===== config.mk =====
export PLATFORM = sky130hd
export DESIGN_NAME = touch_panel_sample_filter_unit_flat
export DESIGN_NICKNAME = d
export VERILOG_FILES = /design/src/design/tpsf_pkg.sv /design/src/design/tpsf_if.sv /design/src/design/touch_panel_sample_filter_unit.sv /design/src/flat_wrapper.sv
export SDC_FILE = /design/constraint.sdc
export NUM_CORES = 2
export LEC_CHECK = 0
export BUFFER_PORTS_ARGS = -buffer_cell sky130_fd_sc_hd__buf_2
export CORE_MARGIN = 10
export CORE_UTILIZATION = 47
export CTS_BUF_LIST = sky130_fd_sc_hd__clkbuf_8
export CTS_CLUSTER_DIAMETER = 50
export DETAILED_ROUTE_END_ITERATION = 7
export PLACE_DENSITY = 0.71
export SYNTH_ARGS = -nofsm -noshare
export SYNTH_HDL_FRONTEND = slang
export SYNTH_SLANG_ARGS = --single-unit
export TNS_END_PERCENT = 30

===== constraint.sdc =====
create_clock -name clk -period 11.6 [get_ports clk]
set_clock_uncertainty 0.2 [all_clocks]
set_input_delay 1.16 -clock clk [delete_from_list [all_inputs] [get_ports clk]]
set_output_delay 1.16 -clock clk [all_outputs]
set_load 0.02 [all_outputs]

===== src/design/tpsf_pkg.sv =====
// ----------------------------------------------------------------------------
// tpsf_pkg
// Shared constants, widths and codes of the touch panel sample filter.
// ----------------------------------------------------------------------------
`default_nettype none

package tpsf_pkg;

	// scan geometry
	localparam int SAMPLES_PER_GROUP = 5;
	localparam int NUM_GROUPS        = 4;
	localparam int POS_W             = $clog2(SAMPLES_PER_GROUP);
	localparam int GRP_W             = $clog2(NUM_GROUPS);

	// field widths
	localparam int SAMPLE_W = 12;
	localparam int COORD_W  = 16;
	localparam int REPORT_W = 2;
	localparam int SCALE_W  = 18;
	localparam int OFFSET_W = 16;

	// running sum and trimmed sum widths
	localparam int TRIM_DIV = SAMPLES_PER_GROUP - 2;
	localparam int SUM_W    = $clog2(SAMPLES_PER_GROUP * ((1 << SAMPLE_W) - 1) + 1);
	localparam int TRIM_W   = $clog2(TRIM_DIV * ((1 << SAMPLE_W) - 1) + 1);

	// divide by TRIM_DIV through a rounded-up reciprocal, exact over the trimmed range
	localparam int RECIP_SH = TRIM_W + $clog2(TRIM_DIV) + 1;
	localparam int RECIP_W  = RECIP_SH + 1;
	localparam logic [RECIP_W-1:0] RECIP =
		RECIP_W'(((64'd1 << RECIP_SH) + 64'(TRIM_DIV) - 64'd1) / 64'(TRIM_DIV));
	localparam int MPROD_W  = TRIM_W + RECIP_W;

	// calibration product
	localparam int AVG_W   = SAMPLE_W;
	localparam int PROD_W  = SCALE_W + AVG_W + 1;
	localparam int QUOT_W  = PROD_W - 16;
	localparam int CAL_W   = COORD_W + 1;

	// configuration port
	localparam int CFG_IDX_W  = 3;
	localparam int CFG_DATA_W = SCALE_W;

	localparam logic [CFG_IDX_W-1:0] REG_RAW_MODE     = 3'd0;
	localparam logic [CFG_IDX_W-1:0] REG_X_SCALE      = 3'd1;
	localparam logic [CFG_IDX_W-1:0] REG_Y_SCALE      = 3'd2;
	localparam logic [CFG_IDX_W-1:0] REG_X_OFFSET     = 3'd3;
	localparam logic [CFG_IDX_W-1:0] REG_Y_OFFSET     = 3'd4;
	localparam logic [CFG_IDX_W-1:0] REG_MATCH_WINDOW = 3'd5;

	// register reset values
	localparam logic [SCALE_W-1:0]  X_SCALE_RST  = -18'sd11678;
	localparam logic [SCALE_W-1:0]  Y_SCALE_RST  = -18'sd8926;
	localparam logic [OFFSET_W-1:0] X_OFFSET_RST = 16'd340;
	localparam logic [OFFSET_W-1:0] Y_OFFSET_RST = 16'd260;
	localparam logic [SAMPLE_W-1:0] WINDOW_RST   = 12'd50;

	// input mode codes
	localparam logic MODE_PEN_UP = 1'b0;
	localparam logic MODE_SAMPLE = 1'b1;

	// cursor report codes
	localparam logic [REPORT_W-1:0] RPT_NONE    = 2'd0;
	localparam logic [REPORT_W-1:0] RPT_TOUCH   = 2'd1;
	localparam logic [REPORT_W-1:0] RPT_RELEASE = 2'd2;

	localparam logic [COORD_W-1:0] COORD_IDLE = 16'hFFFF;

endpackage

`default_nettype wire


===== src/design/tpsf_if.sv =====
// ----------------------------------------------------------------------------
// tpsf_sample_if / tpsf_result_if
// Valid/ready channels for converter samples and filter results.
// ----------------------------------------------------------------------------
`default_nettype none

interface tpsf_sample_if import tpsf_pkg::*; ();
	logic                valid;
	logic                ready;
	logic                mode;
	logic [SAMPLE_W-1:0] sample;

	modport source (output valid, output mode, output sample, input ready);
	modport sink   (input valid, input mode, input sample, output ready);
endinterface

interface tpsf_result_if import tpsf_pkg::*; ();
	logic                valid;
	logic                ready;
	logic                pen_down;
	logic                press_caught;
	logic [COORD_W-1:0]  pos_x;
	logic [COORD_W-1:0]  pos_y;
	logic [COORD_W-1:0]  start_x;
	logic [COORD_W-1:0]  start_y;
	logic [REPORT_W-1:0] cursor_report;
	logic                pair_matched;

	modport source (output valid, output pen_down, output press_caught, output pos_x,
		output pos_y, output start_x, output start_y, output cursor_report,
		output pair_matched, input ready);
	modport sink   (input valid, input pen_down, input press_caught, input pos_x,
		input pos_y, input start_x, input start_y, input cursor_report,
		input pair_matched, output ready);
endinterface

`default_nettype wire


===== src/design/touch_panel_sample_filter_unit.sv =====
// ----------------------------------------------------------------------------
// touch_panel_sample_filter_unit
// Trimmed-mean filter for resistive touch scans with pair matching,
// calibration and the press/release flag machine.
// ----------------------------------------------------------------------------
// Stages: an accepted pen-up tick or final scan sample goes from the input register
//   through the accumulate, divide, match/multiply and calibrate/flags stages to
//   its result in the output register.
// Throughput: one item per cycle; the whole pipeline stalls only while a
//   result waits in the output register and the sink is not ready.
// Reset: arst_n clears pipeline valids, scan counters, flags, coordinates and
//   loads the calibration registers with their defaults.
`default_nettype none

module touch_panel_sample_filter_unit import tpsf_pkg::*; (
	input  wire logic                  clk,
	input  wire logic                  arst_n,
	tpsf_sample_if.sink                sample_ch,
	tpsf_result_if.source              result_ch,
	input  wire logic                  cfg_wr_en,
	input  wire logic [CFG_IDX_W-1:0]  cfg_index,
	input  wire logic [CFG_DATA_W-1:0] cfg_data
);

	// configuration registers
	logic                raw_mode_q;
	logic [SCALE_W-1:0]  x_scale_q, y_scale_q;
	logic [OFFSET_W-1:0] x_offset_q, y_offset_q;
	logic [SAMPLE_W-1:0] match_window_q;

	// pipeline control
	logic adv;
	logic v_s1, v_s2, v_s3, v_s4;

	// stage 1: input register
	logic                mode_s1;
	logic [SAMPLE_W-1:0] sample_s1;

	// accumulator state
	logic [POS_W-1:0]    pos_q;
	logic [GRP_W-1:0]    grp_q;
	logic [SUM_W-1:0]    sum_q;
	logic [SAMPLE_W-1:0] min_q, max_q;

	logic                first_pos, last_pos, tick_s1;
	logic [SUM_W-1:0]    sum_nx;
	logic [SAMPLE_W-1:0] min_nx, max_nx;
	logic [TRIM_W-1:0]   trim_nx;

	// stage 2: trimmed sum
	logic              tick_s2;
	logic [GRP_W-1:0]  grp_s2;
	logic [TRIM_W-1:0] trim_s2;
	logic [MPROD_W-1:0] mprod;

	// stage 3: group mean
	logic                tick_s3;
	logic [GRP_W-1:0]    grp_s3;
	logic [SAMPLE_W-1:0] mean_s3;
	logic [SAMPLE_W-1:0] means_q [3];

	logic                last_grp_s3;
	logic [SAMPLE_W-1:0] dx, dy;
	logic                match_c;
	logic [AVG_W:0]      sx, sy;
	logic [AVG_W-1:0]    ax, ay;
	logic signed [PROD_W-1:0] px_c, py_c;

	// stage 4: averaged coordinates and calibration products
	logic                     tick_s4, matched_s4;
	logic [AVG_W-1:0]         ax_s4, ay_s4;
	logic signed [PROD_W-1:0] px_s4, py_s4;

	logic [COORD_W-1:0] cal_x, cal_y;

	// flag machine and coordinate state
	logic               pen_down_q, caught_q;
	logic [COORD_W-1:0] coord_x_q, coord_y_q, start_x_q, start_y_q;

	logic                pen_nx, caught_nx;
	logic [COORD_W-1:0]  cx_nx, cy_nx, stx_nx, sty_nx;
	logic [REPORT_W-1:0] rpt_nx;
	logic                matched_nx;

	// output register
	logic                out_valid_q;
	logic                out_pen_q, out_caught_q, out_matched_q;
	logic [COORD_W-1:0]  out_x_q, out_y_q, out_sx_q, out_sy_q;
	logic [REPORT_W-1:0] out_rpt_q;

	// truncate toward zero of p / 65536, then offset and clamp at zero
	function automatic logic [COORD_W-1:0] calib(logic signed [PROD_W-1:0] p,
		logic [OFFSET_W-1:0] ofs);
		logic signed [PROD_W-1:0] pa;
		logic signed [QUOT_W-1:0] q;
		logic signed [CAL_W-1:0]  r;
		pa = p + (p[PROD_W-1] ? PROD_W'(65535) : PROD_W'(0));
		q  = pa[PROD_W-1:16];
		r  = $signed({ofs[OFFSET_W-1], ofs}) + CAL_W'(q);
		return r[CAL_W-1] ? '0 : r[COORD_W-1:0];
	endfunction

	// stall everything while a result waits
	assign adv             = !out_valid_q || result_ch.ready;
	assign sample_ch.ready = adv;

	// configuration writes
	always_ff @(posedge clk or negedge arst_n) begin
		if (!arst_n) begin
			raw_mode_q     <= 1'b0;
			x_scale_q      <= X_SCALE_RST;
			y_scale_q      <= Y_SCALE_RST;
			x_offset_q     <= X_OFFSET_RST;
			y_offset_q     <= Y_OFFSET_RST;
			match_window_q <= WINDOW_RST;
		end else if (cfg_wr_en) begin
			case (cfg_index)
				REG_RAW_MODE:     raw_mode_q     <= cfg_data[0];
				REG_X_SCALE:      x_scale_q      <= cfg_data[SCALE_W-1:0];
				REG_Y_SCALE:      y_scale_q      <= cfg_data[SCALE_W-1:0];
				REG_X_OFFSET:     x_offset_q     <= cfg_data[OFFSET_W-1:0];
				REG_Y_OFFSET:     y_offset_q     <= cfg_data[OFFSET_W-1:0];
				REG_MATCH_WINDOW: match_window_q <= cfg_data[SAMPLE_W-1:0];
				default: ;
			endcase
		end
	end

	// running sum, min and max of the current group
	always_comb begin
		tick_s1   = (mode_s1 == MODE_PEN_UP);
		first_pos = (pos_q == '0);
		last_pos  = (pos_q == POS_W'(SAMPLES_PER_GROUP - 1));
		sum_nx    = first_pos ? SUM_W'(sample_s1) : sum_q + SUM_W'(sample_s1);
		min_nx    = (first_pos || sample_s1 < min_q) ? sample_s1 : min_q;
		max_nx    = (first_pos || sample_s1 > max_q) ? sample_s1 : max_q;
		trim_nx   = TRIM_W'(sum_nx - SUM_W'(min_nx) - SUM_W'(max_nx));
	end

	// divide the trimmed sum by the number of kept samples
	assign mprod = MPROD_W'(trim_s2) * MPROD_W'(RECIP);

	// pair check, averages and calibration products
	always_comb begin
		last_grp_s3 = (grp_s3 == GRP_W'(NUM_GROUPS - 1));
		dx      = (means_q[0] > means_q[2]) ? means_q[0] - means_q[2]
			: means_q[2] - means_q[0];
		dy      = (means_q[1] > mean_s3) ? means_q[1] - mean_s3 : mean_s3 - means_q[1];
		match_c = (dx < match_window_q) && (dy < match_window_q);
		sx      = {1'b0, means_q[0]} + {1'b0, means_q[2]};
		sy      = {1'b0, means_q[1]} + {1'b0, mean_s3};
		ax      = sx[AVG_W:1];
		ay      = sy[AVG_W:1];
		px_c    = PROD_W'($signed(x_scale_q)) * PROD_W'($signed({1'b0, ax}));
		py_c    = PROD_W'($signed(y_scale_q)) * PROD_W'($signed({1'b0, ay}));
	end

	assign cal_x = calib(px_s4, x_offset_q);
	assign cal_y = calib(py_s4, y_offset_q);

	// press/release flag machine
	always_comb begin
		pen_nx     = pen_down_q;
		caught_nx  = caught_q;
		cx_nx      = coord_x_q;
		cy_nx      = coord_y_q;
		stx_nx     = start_x_q;
		sty_nx     = start_y_q;
		rpt_nx     = RPT_NONE;
		matched_nx = 1'b0;
		if (tick_s4) begin
			if (pen_down_q) begin
				pen_nx = 1'b0;
				rpt_nx = RPT_RELEASE;
			end else begin
				stx_nx = '0;
				sty_nx = '0;
				cx_nx  = COORD_IDLE;
				cy_nx  = COORD_IDLE;
			end
		end else begin
			rpt_nx     = RPT_TOUCH;
			matched_nx = matched_s4;
			if (matched_s4) begin
				cx_nx = raw_mode_q ? COORD_W'(ax_s4) : cal_x;
				cy_nx = raw_mode_q ? COORD_W'(ay_s4) : cal_y;
			end
			if (!pen_down_q) begin
				pen_nx    = 1'b1;
				caught_nx = 1'b1;
				stx_nx    = cx_nx;
				sty_nx    = cy_nx;
			end
		end
	end

	// control state
	always_ff @(posedge clk or negedge arst_n) begin
		if (!arst_n) begin
			v_s1        <= 1'b0;
			v_s2        <= 1'b0;
			v_s3        <= 1'b0;
			v_s4        <= 1'b0;
			out_valid_q <= 1'b0;
			pos_q       <= '0;
			grp_q       <= '0;
			pen_down_q  <= 1'b0;
			caught_q    <= 1'b0;
			coord_x_q   <= '0;
			coord_y_q   <= '0;
			start_x_q   <= '0;
			start_y_q   <= '0;
		end else if (adv) begin
			v_s1        <= sample_ch.valid;
			v_s2        <= v_s1 && (tick_s1 || last_pos);
			v_s3        <= v_s2;
			v_s4        <= v_s3 && (tick_s3 || last_grp_s3);
			out_valid_q <= v_s4;
			// scan position
			if (v_s1) begin
				if (tick_s1) begin
					pos_q <= '0;
					grp_q <= '0;
				end else if (last_pos) begin
					pos_q <= '0;
					grp_q <= grp_q + 1'b1;
				end else begin
					pos_q <= pos_q + 1'b1;
				end
			end
			// flag and coordinate state
			if (v_s4) begin
				pen_down_q <= pen_nx;
				caught_q   <= caught_nx;
				coord_x_q  <= cx_nx;
				coord_y_q  <= cy_nx;
				start_x_q  <= stx_nx;
				start_y_q  <= sty_nx;
			end
		end
	end

	// pipeline payload
	always_ff @(posedge clk) begin
		if (adv) begin
			mode_s1   <= sample_ch.mode;
			sample_s1 <= sample_ch.sample;
			if (v_s1 && !tick_s1) begin
				sum_q <= sum_nx;
				min_q <= min_nx;
				max_q <= max_nx;
			end
			tick_s2    <= tick_s1;
			grp_s2     <= grp_q;
			trim_s2    <= trim_nx;
			tick_s3    <= tick_s2;
			grp_s3     <= grp_s2;
			mean_s3    <= SAMPLE_W'(mprod >> RECIP_SH);
			// keep the first three means of the scan
			if (v_s3 && !tick_s3 && !last_grp_s3) begin
				means_q[grp_s3] <= mean_s3;
			end
			tick_s4    <= tick_s3;
			matched_s4 <= match_c;
			ax_s4      <= ax;
			ay_s4      <= ay;
			px_s4      <= px_c;
			py_s4      <= py_c;
			out_pen_q     <= pen_nx;
			out_caught_q  <= caught_nx;
			out_x_q       <= cx_nx;
			out_y_q       <= cy_nx;
			out_sx_q      <= stx_nx;
			out_sy_q      <= sty_nx;
			out_rpt_q     <= rpt_nx;
			out_matched_q <= matched_nx;
		end
	end

	// result channel
	assign result_ch.valid         = out_valid_q;
	assign result_ch.pen_down      = out_pen_q;
	assign result_ch.press_caught  = out_caught_q;
	assign result_ch.pos_x         = out_x_q;
	assign result_ch.pos_y         = out_y_q;
	assign result_ch.start_x       = out_sx_q;
	assign result_ch.start_y       = out_sy_q;
	assign result_ch.cursor_report = out_rpt_q;
	assign result_ch.pair_matched  = out_matched_q;

endmodule

`default_nettype wire


===== src/flat_wrapper.sv =====
// flat-port wrapper written by rule: the top's interface ports become plain ports
module touch_panel_sample_filter_unit_flat import tpsf_pkg::*;
  (clk, arst_n, cfg_wr_en, cfg_index, cfg_data, sample_ch_valid, sample_ch_mode, sample_ch_sample, sample_ch_ready, result_ch_valid, result_ch_pen_down, result_ch_press_caught, result_ch_pos_x, result_ch_pos_y, result_ch_start_x, result_ch_start_y, result_ch_cursor_report, result_ch_pair_matched, result_ch_ready);
  tpsf_sample_if sample_ch_i ();
  tpsf_result_if result_ch_i ();
  input  wire logic clk;
  input  wire logic arst_n;
  input  wire logic cfg_wr_en;
  input  wire logic [CFG_IDX_W-1:0] cfg_index;
  input  wire logic [CFG_DATA_W-1:0] cfg_data;
  input wire logic [$bits(sample_ch_i.valid)-1:0] sample_ch_valid;
  input wire logic [$bits(sample_ch_i.mode)-1:0] sample_ch_mode;
  input wire logic [$bits(sample_ch_i.sample)-1:0] sample_ch_sample;
  output wire logic [$bits(sample_ch_i.ready)-1:0] sample_ch_ready;
  output wire logic [$bits(result_ch_i.valid)-1:0] result_ch_valid;
  output wire logic [$bits(result_ch_i.pen_down)-1:0] result_ch_pen_down;
  output wire logic [$bits(result_ch_i.press_caught)-1:0] result_ch_press_caught;
  output wire logic [$bits(result_ch_i.pos_x)-1:0] result_ch_pos_x;
  output wire logic [$bits(result_ch_i.pos_y)-1:0] result_ch_pos_y;
  output wire logic [$bits(result_ch_i.start_x)-1:0] result_ch_start_x;
  output wire logic [$bits(result_ch_i.start_y)-1:0] result_ch_start_y;
  output wire logic [$bits(result_ch_i.cursor_report)-1:0] result_ch_cursor_report;
  output wire logic [$bits(result_ch_i.pair_matched)-1:0] result_ch_pair_matched;
  input wire logic [$bits(result_ch_i.ready)-1:0] result_ch_ready;
  assign sample_ch_i.valid = sample_ch_valid;
  assign sample_ch_i.mode = sample_ch_mode;
  assign sample_ch_i.sample = sample_ch_sample;
  assign sample_ch_ready = sample_ch_i.ready;
  assign result_ch_valid = result_ch_i.valid;
  assign result_ch_pen_down = result_ch_i.pen_down;
  assign result_ch_press_caught = result_ch_i.press_caught;
  assign result_ch_pos_x = result_ch_i.pos_x;
  assign result_ch_pos_y = result_ch_i.pos_y;
  assign result_ch_start_x = result_ch_i.start_x;
  assign result_ch_start_y = result_ch_i.start_y;
  assign result_ch_cursor_report = result_ch_i.cursor_report;
  assign result_ch_pair_matched = result_ch_i.pair_matched;
  assign result_ch_i.ready = result_ch_ready;
  touch_panel_sample_filter_unit u_core (.clk(clk), .arst_n(arst_n), .sample_ch(sample_ch_i), .result_ch(result_ch_i), .cfg_wr_en(cfg_wr_en), .cfg_index(cfg_index), .cfg_data(cfg_data));
endmodule

After elaboration in Yosys (flattened, before gate mapping):

Memory sizes are Yosys's and may differ from the RTL's.
Index checks and enable logic that the tools add are counted.
W data, S select, Z words.

* register bits: 398
* bits in latches: 0
* RAM bits: 36
* ROM bits: 0
* bits of input ports: 39
* output and inout bits: 71
* word-level logic and storage cells: 138
* memories: 1

Memory list
* u_core.means_q: words 3, width 12, read ports 3, clocked after memory_dff 0, wr ports 1, RTL line touch_panel_sample_filter_unit.sv:60 `logic [SAMPLE_W-1:0] means_q [3];`

* add/subtract/negate cells: 15
* multiply operators: 3
* div/mod/pow operators: 0
* magnitude comparators: 6
* equal/unequal tests: 8
* shifts and indexed selects: 0
* multiplexer cells: 34
* bitwise operators: 1
* reductions and logical operators: 26

Operator list (number)
* $mux W16: 18
* $add A31 B17 Y31: 2
* $mul A18 B13 Y31: 2
* $mux W12: 4
* $sub A12 B12 Y12: 4
* $gt A12 B12 Y1: 3
* $lt A12 B12 Y1: 3
* $add A16 B15 Y17: 2
* $mul A14 B16 Y29 const B: 1
* $sub A14 B12 Y14: 2
* $add A12 B12 Y13: 2
* $reduce_and A2 Y1: 9
* $add A15 B12 Y15: 1
* $mux W15: 1
* $eq A3 B3 Y1 const B: 3
* $eq A3 B2 Y1 const B: 2
* $logic_and A1 B1 Y1: 6
* $logic_not A3 Y1: 2
* $mux W1: 6
* $mux W2: 3
* $mux W3: 2
* $logic_or A1 B1 Y1: 5
* $add A3 B1 Y3 const B: 1
* $eq A3 B1 Y1 const B: 1
* other kinds (6): 8

Longest topological paths before layout:

* depth in word-level cells: 8
* mapped depth: 33
* mapped depth without buffers: 32

Worst setup path after synthesis:

OpenSTA, ideal clock, no wires.

* path kind: input to register
* start: input result_ch_ready
* end: register u_core.max_q[0], enable pin
* setup time: 0.437 ns
* arrival: 10.521 ns
* required time: 10.963 ns
* slack: 0.441 ns
* stages: 4
* cell sequence: nand2b_1 buf_1 nand2_1 nor2_1

* word-level cells in the longest chain between the ends: 2

RTL lines
* start: declaration: RTL line flat_wrapper.sv:24 `input wire logic [$bits(result_ch_i.ready)-1:0] result_ch_ready;`
* $logic_or A1 B1 Y1: RTL line touch_panel_sample_filter_unit.sv:104 `assign adv = !out_valid_q || result_ch.ready;`
* named net sample_ch_ready: RTL line flat_wrapper.sv:14 `output wire logic [$bits(sample_ch_i.ready)-1:0] sample_ch_ready;`
* $reduce_and A2 Y1 (no line)
* end signal: assignment: RTL line touch_panel_sample_filter_unit.sv:251 `max_q <= max_nx;`
* end: declaration: RTL line touch_panel_sample_filter_unit.sv:43 `logic [SAMPLE_W-1:0] min_q, max_q;`

The timed path passes the listed nets, and every way through them passes these cells.
A chain may end at the register's enable or synchronous reset.

==> results.py <==
metrics = {
    "outcome": {
        "outcome": "finished clean",
    },
    "cts": {
        "numCtsBuffers": 81,
        "cts.clk_slew.worst_paths_ns": 0.06,
        "cts.sinks": 433,
        "tritoncts": "done",
        "insertion_delay_ns": 0.74,
        "clock_path_buffers": 3,
        "cts_hold_buf": 0,
        "h-tree-depth": 3,
        "cts_root_buf": "clkbuf_8",
        "cts_resized": 0,
        "cts_setup_buffers": 0,
    },
    "die": {
        "fp.dieArea_um2": 105000,
        "die_w_um": 324,
        "initial_core_util_pct": 47.4,
        "num_rows": 111,
        "ioPinCount": 110,
        "core-area_um2": 91700,
        "die_h_um": 324,
    },
    "route": {
        "wl_per_cell_um": 18.7,
        "wl_mm": 106,
        "ant_nets": 0,
        "viasPerCell": 5.49,
        "remaining_drc_errors": 0,
        "num_vias": 31107,
        "dr.pass1.iters": 5,
        "drt_iter0_markers": 2213,
    },
    "synthesis": {
        "synth_top_flop_cell": "edfxtp_1",
        "netlist_instances": 4317,
        "postSynth.asyncResetShare_pct": 36.3,
        "yosys_warnings": 0,
        "synth_area_um2": 43500,
        "netlist.top_cell.by_area": "fa_1",
        "yosysUniqueCellTypes": 85,
        "avgSynthCellArea_um2": 10.1,
        "synth-edff-count": 276,
        "synth-seq-cells": 433,
        "synth_top_area_share_pct": 21.7,
        "yosysSeqAreaShare_pct": 28.2,
        "netlist_top_cells_area": "fa_1, edfxtp_1, ha_1",
        "synth_fp_nets": 5269,
    },
    "final_layout": {
        "layout_commonest_cell": "inv_1",
        "multi_input_area_um2": 28100,
        "regArea_um2": 12300,
        "drive_above_1_share_pct": 10.7,
        "fin_cells": 5664,
        "nets": 5362,
        "final_cell_area_um2": 47200,
        "mostFrequentLayoutCells": "inv_1, nand2_1, fa_1",
        "fillers": 8202,
        "area_growth_pct": 8.49,
    },
    "timing": {
        "rsz0062_at_grt": "no",
        "post-route-min-period_ns": 8.38,
        "setup_viol": 0,
        "fin_crit_sh_pct": 72.2,
        "maxClockFrequency_ghz": 0.119,
        "tns_ns": 0,
        "tightest_slew_ns": 1.34,
        "finalHoldViolations": 0,
        "relSlewSlack_pct": 10.0,
        "report.final.slew_viol_count": 0,
    },
    "critical_path": {
        "crit_start": "u_core.means_q[0][1]",
        "critPathLaunchType": "register",
        "cp_common_cell": "fa_1",
        "r2r_start": "u_core.means_q[0][1]",
        "crit_required_ns": 11.88,
        "crit_arrival_ns": 8.66,
        "crit_fanout": 20,
        "end_kind": "register",
        "cp_slowest_cell": "xor2_2",
        "path_class": "reg -> reg",
        "crit_path_max_incr_delay_ns": 0.85,
    },
    "place": {
        "dp.cells": 5513,
        "hpwl_mm": 81.7,
        "port_buffers": 109,
        "gp_congestion": 0.911,
        "placed_area_um2": 45400,
    },
    "global_route": {
        "grt_antenna_before_repair": 5,
        "grt_usage_pct": 20.5,
        "overflow": 0,
        "grt_pass1_wl_mm": 172,
        "grt_pass1_vias": 32178,
        "grt_max_degree": 86,
    },
    "hold_path": {
        "min-delay-start": "u_core.grp_s2[0]",
        "hold_class": "reg -> reg",
    },
    "job": {
        "cap_viol_max_count": 0,
    },
}
## cells by family after synthesis
family | share of synthesized area (%)
AO/OA/AOI/OAI | 10.5
XOR/XNOR | 3.71
adder cells (fa/ha/maj) | 34.4
buffers and inverters | 7.53
flip-flops | 28.2
multiplexers | 3.99
AND/OR/NAND/NOR | 11.7
## critical path: cells and delay by family, from the launching register on
| kind | cells | cell delay (ns) |
|---|---|---|
| and+or+nand+nor | 6 | 0.94 |
| AOI/OAI and AO/OA | 10 | 2.08 |
| DFF | 1 | 0.44 |
| adders and majority gates | 7 | 3.24 |
| xor gates and xnor gates | 2 | 0.97 |
| buffers and inverters | 4 | 0.28 |
## Yosys cell counts (5+ instances only)
master,n
a211o_1,7
a211oi_1,28
a21boi_0,6
a21o_1,72
a21oi_1,192
a221o_1,6
a221oi_1,14
a22o_1,10
a22oi_1,6
a311oi_1,9
a31o_2,7
a31oi_1,17
and2_1,146
and3_1,23
buf_1,5
buf_2,12
clkbuf_1,124
dfrtp_1,129
dfstp_2,28
edfxtp_1,276
fa_1,472
ha_1,441
inv_1,721
mux2_2,117
mux2i_1,40
nand2_1,472
nand2b_1,32
nand3_1,57
nand4_1,18
nor2_1,165
nor2b_1,59
nor3_1,42
nor3b_1,12
o211ai_1,19
o21a_1,25
o21ai_0,138
o21bai_1,31
o22a_1,11
o22ai_1,8
o311ai_0,8
o31ai_1,14
or2_2,13
or3_1,15
xnor2_1,140
xor2_1,44
## metal layers
layer  GRT usage [%]  routed length, um  vias up
met5               0                 37        -
met4            8.88               4410        6
met3            3.53               6390      233
met2            34.8              51000      933
met1            25.6              43800    15465
li1                -                  -    14470
## per-stage QoR
step	hold slack (ns)	utilization, %	setup WS [ns]
2_1_floorplan	0.200	-	0.441
3_3_place_gp	0.204	49.6	3.41
3_5_place_dp	0.206	49.6	3.29
4_1_cts	0.226	51.4	3.31
5_1_grt	0.233	51.5	2.68
6_report	0.222	51.5	3.22
## flip-flops by register name (all words and copies together), names as in the netlist, 14 cells and up
register and cells:
u_core.coord_x_q 16, u_core.coord_y_q 16, u_core.means_q 36, u_core.px_s4 31
u_core.py_s4 31, u_core.result_ch.pos_x 16, u_core.result_ch.pos_y 16, u_core.result_ch.start_x 16
u_core.result_ch.start_y 16, u_core.start_x_q 16, u_core.start_y_q 16, u_core.sum_q 14
u_core.trim_s2 14, u_core.x_offset_q 16, u_core.x_scale_q 18, u_core.y_offset_q 16
u_core.y_scale_q 18
## cell type report
class | instances | area share, %
clock buffers | 86 | 2.51
clock inverters | 63 | 1.16
inverters | 724 | 5.76
well taps | 1186 | 3.15
diodes | 2 | 0.0106
repair buffers | 152 | 1.85
flip-flops and latches | 433 | 26.0
multi-input cells | 3018 | 59.6
## path summary, 6_finish.rpt
kind / end / slack, ns / depth (start not counted)
max in group asynchronous: u_core.match_window_q[6] / 9.32 / 2
min: u_core.grp_s3[0] / 0.22 / 0
max reg2reg: u_core.px_s4[30] / 3.22 / 29
min in group asynchronous: u_core.start_y_q[8] / 0.33 / 1
max: u_core.px_s4[30] / 3.22 / 29
min reg2reg: u_core.grp_s3[0] / 0.22 / 0
Power is not shown: default switching activity piles up to over one toggle a cycle in this logic, so the estimate is an artifact.
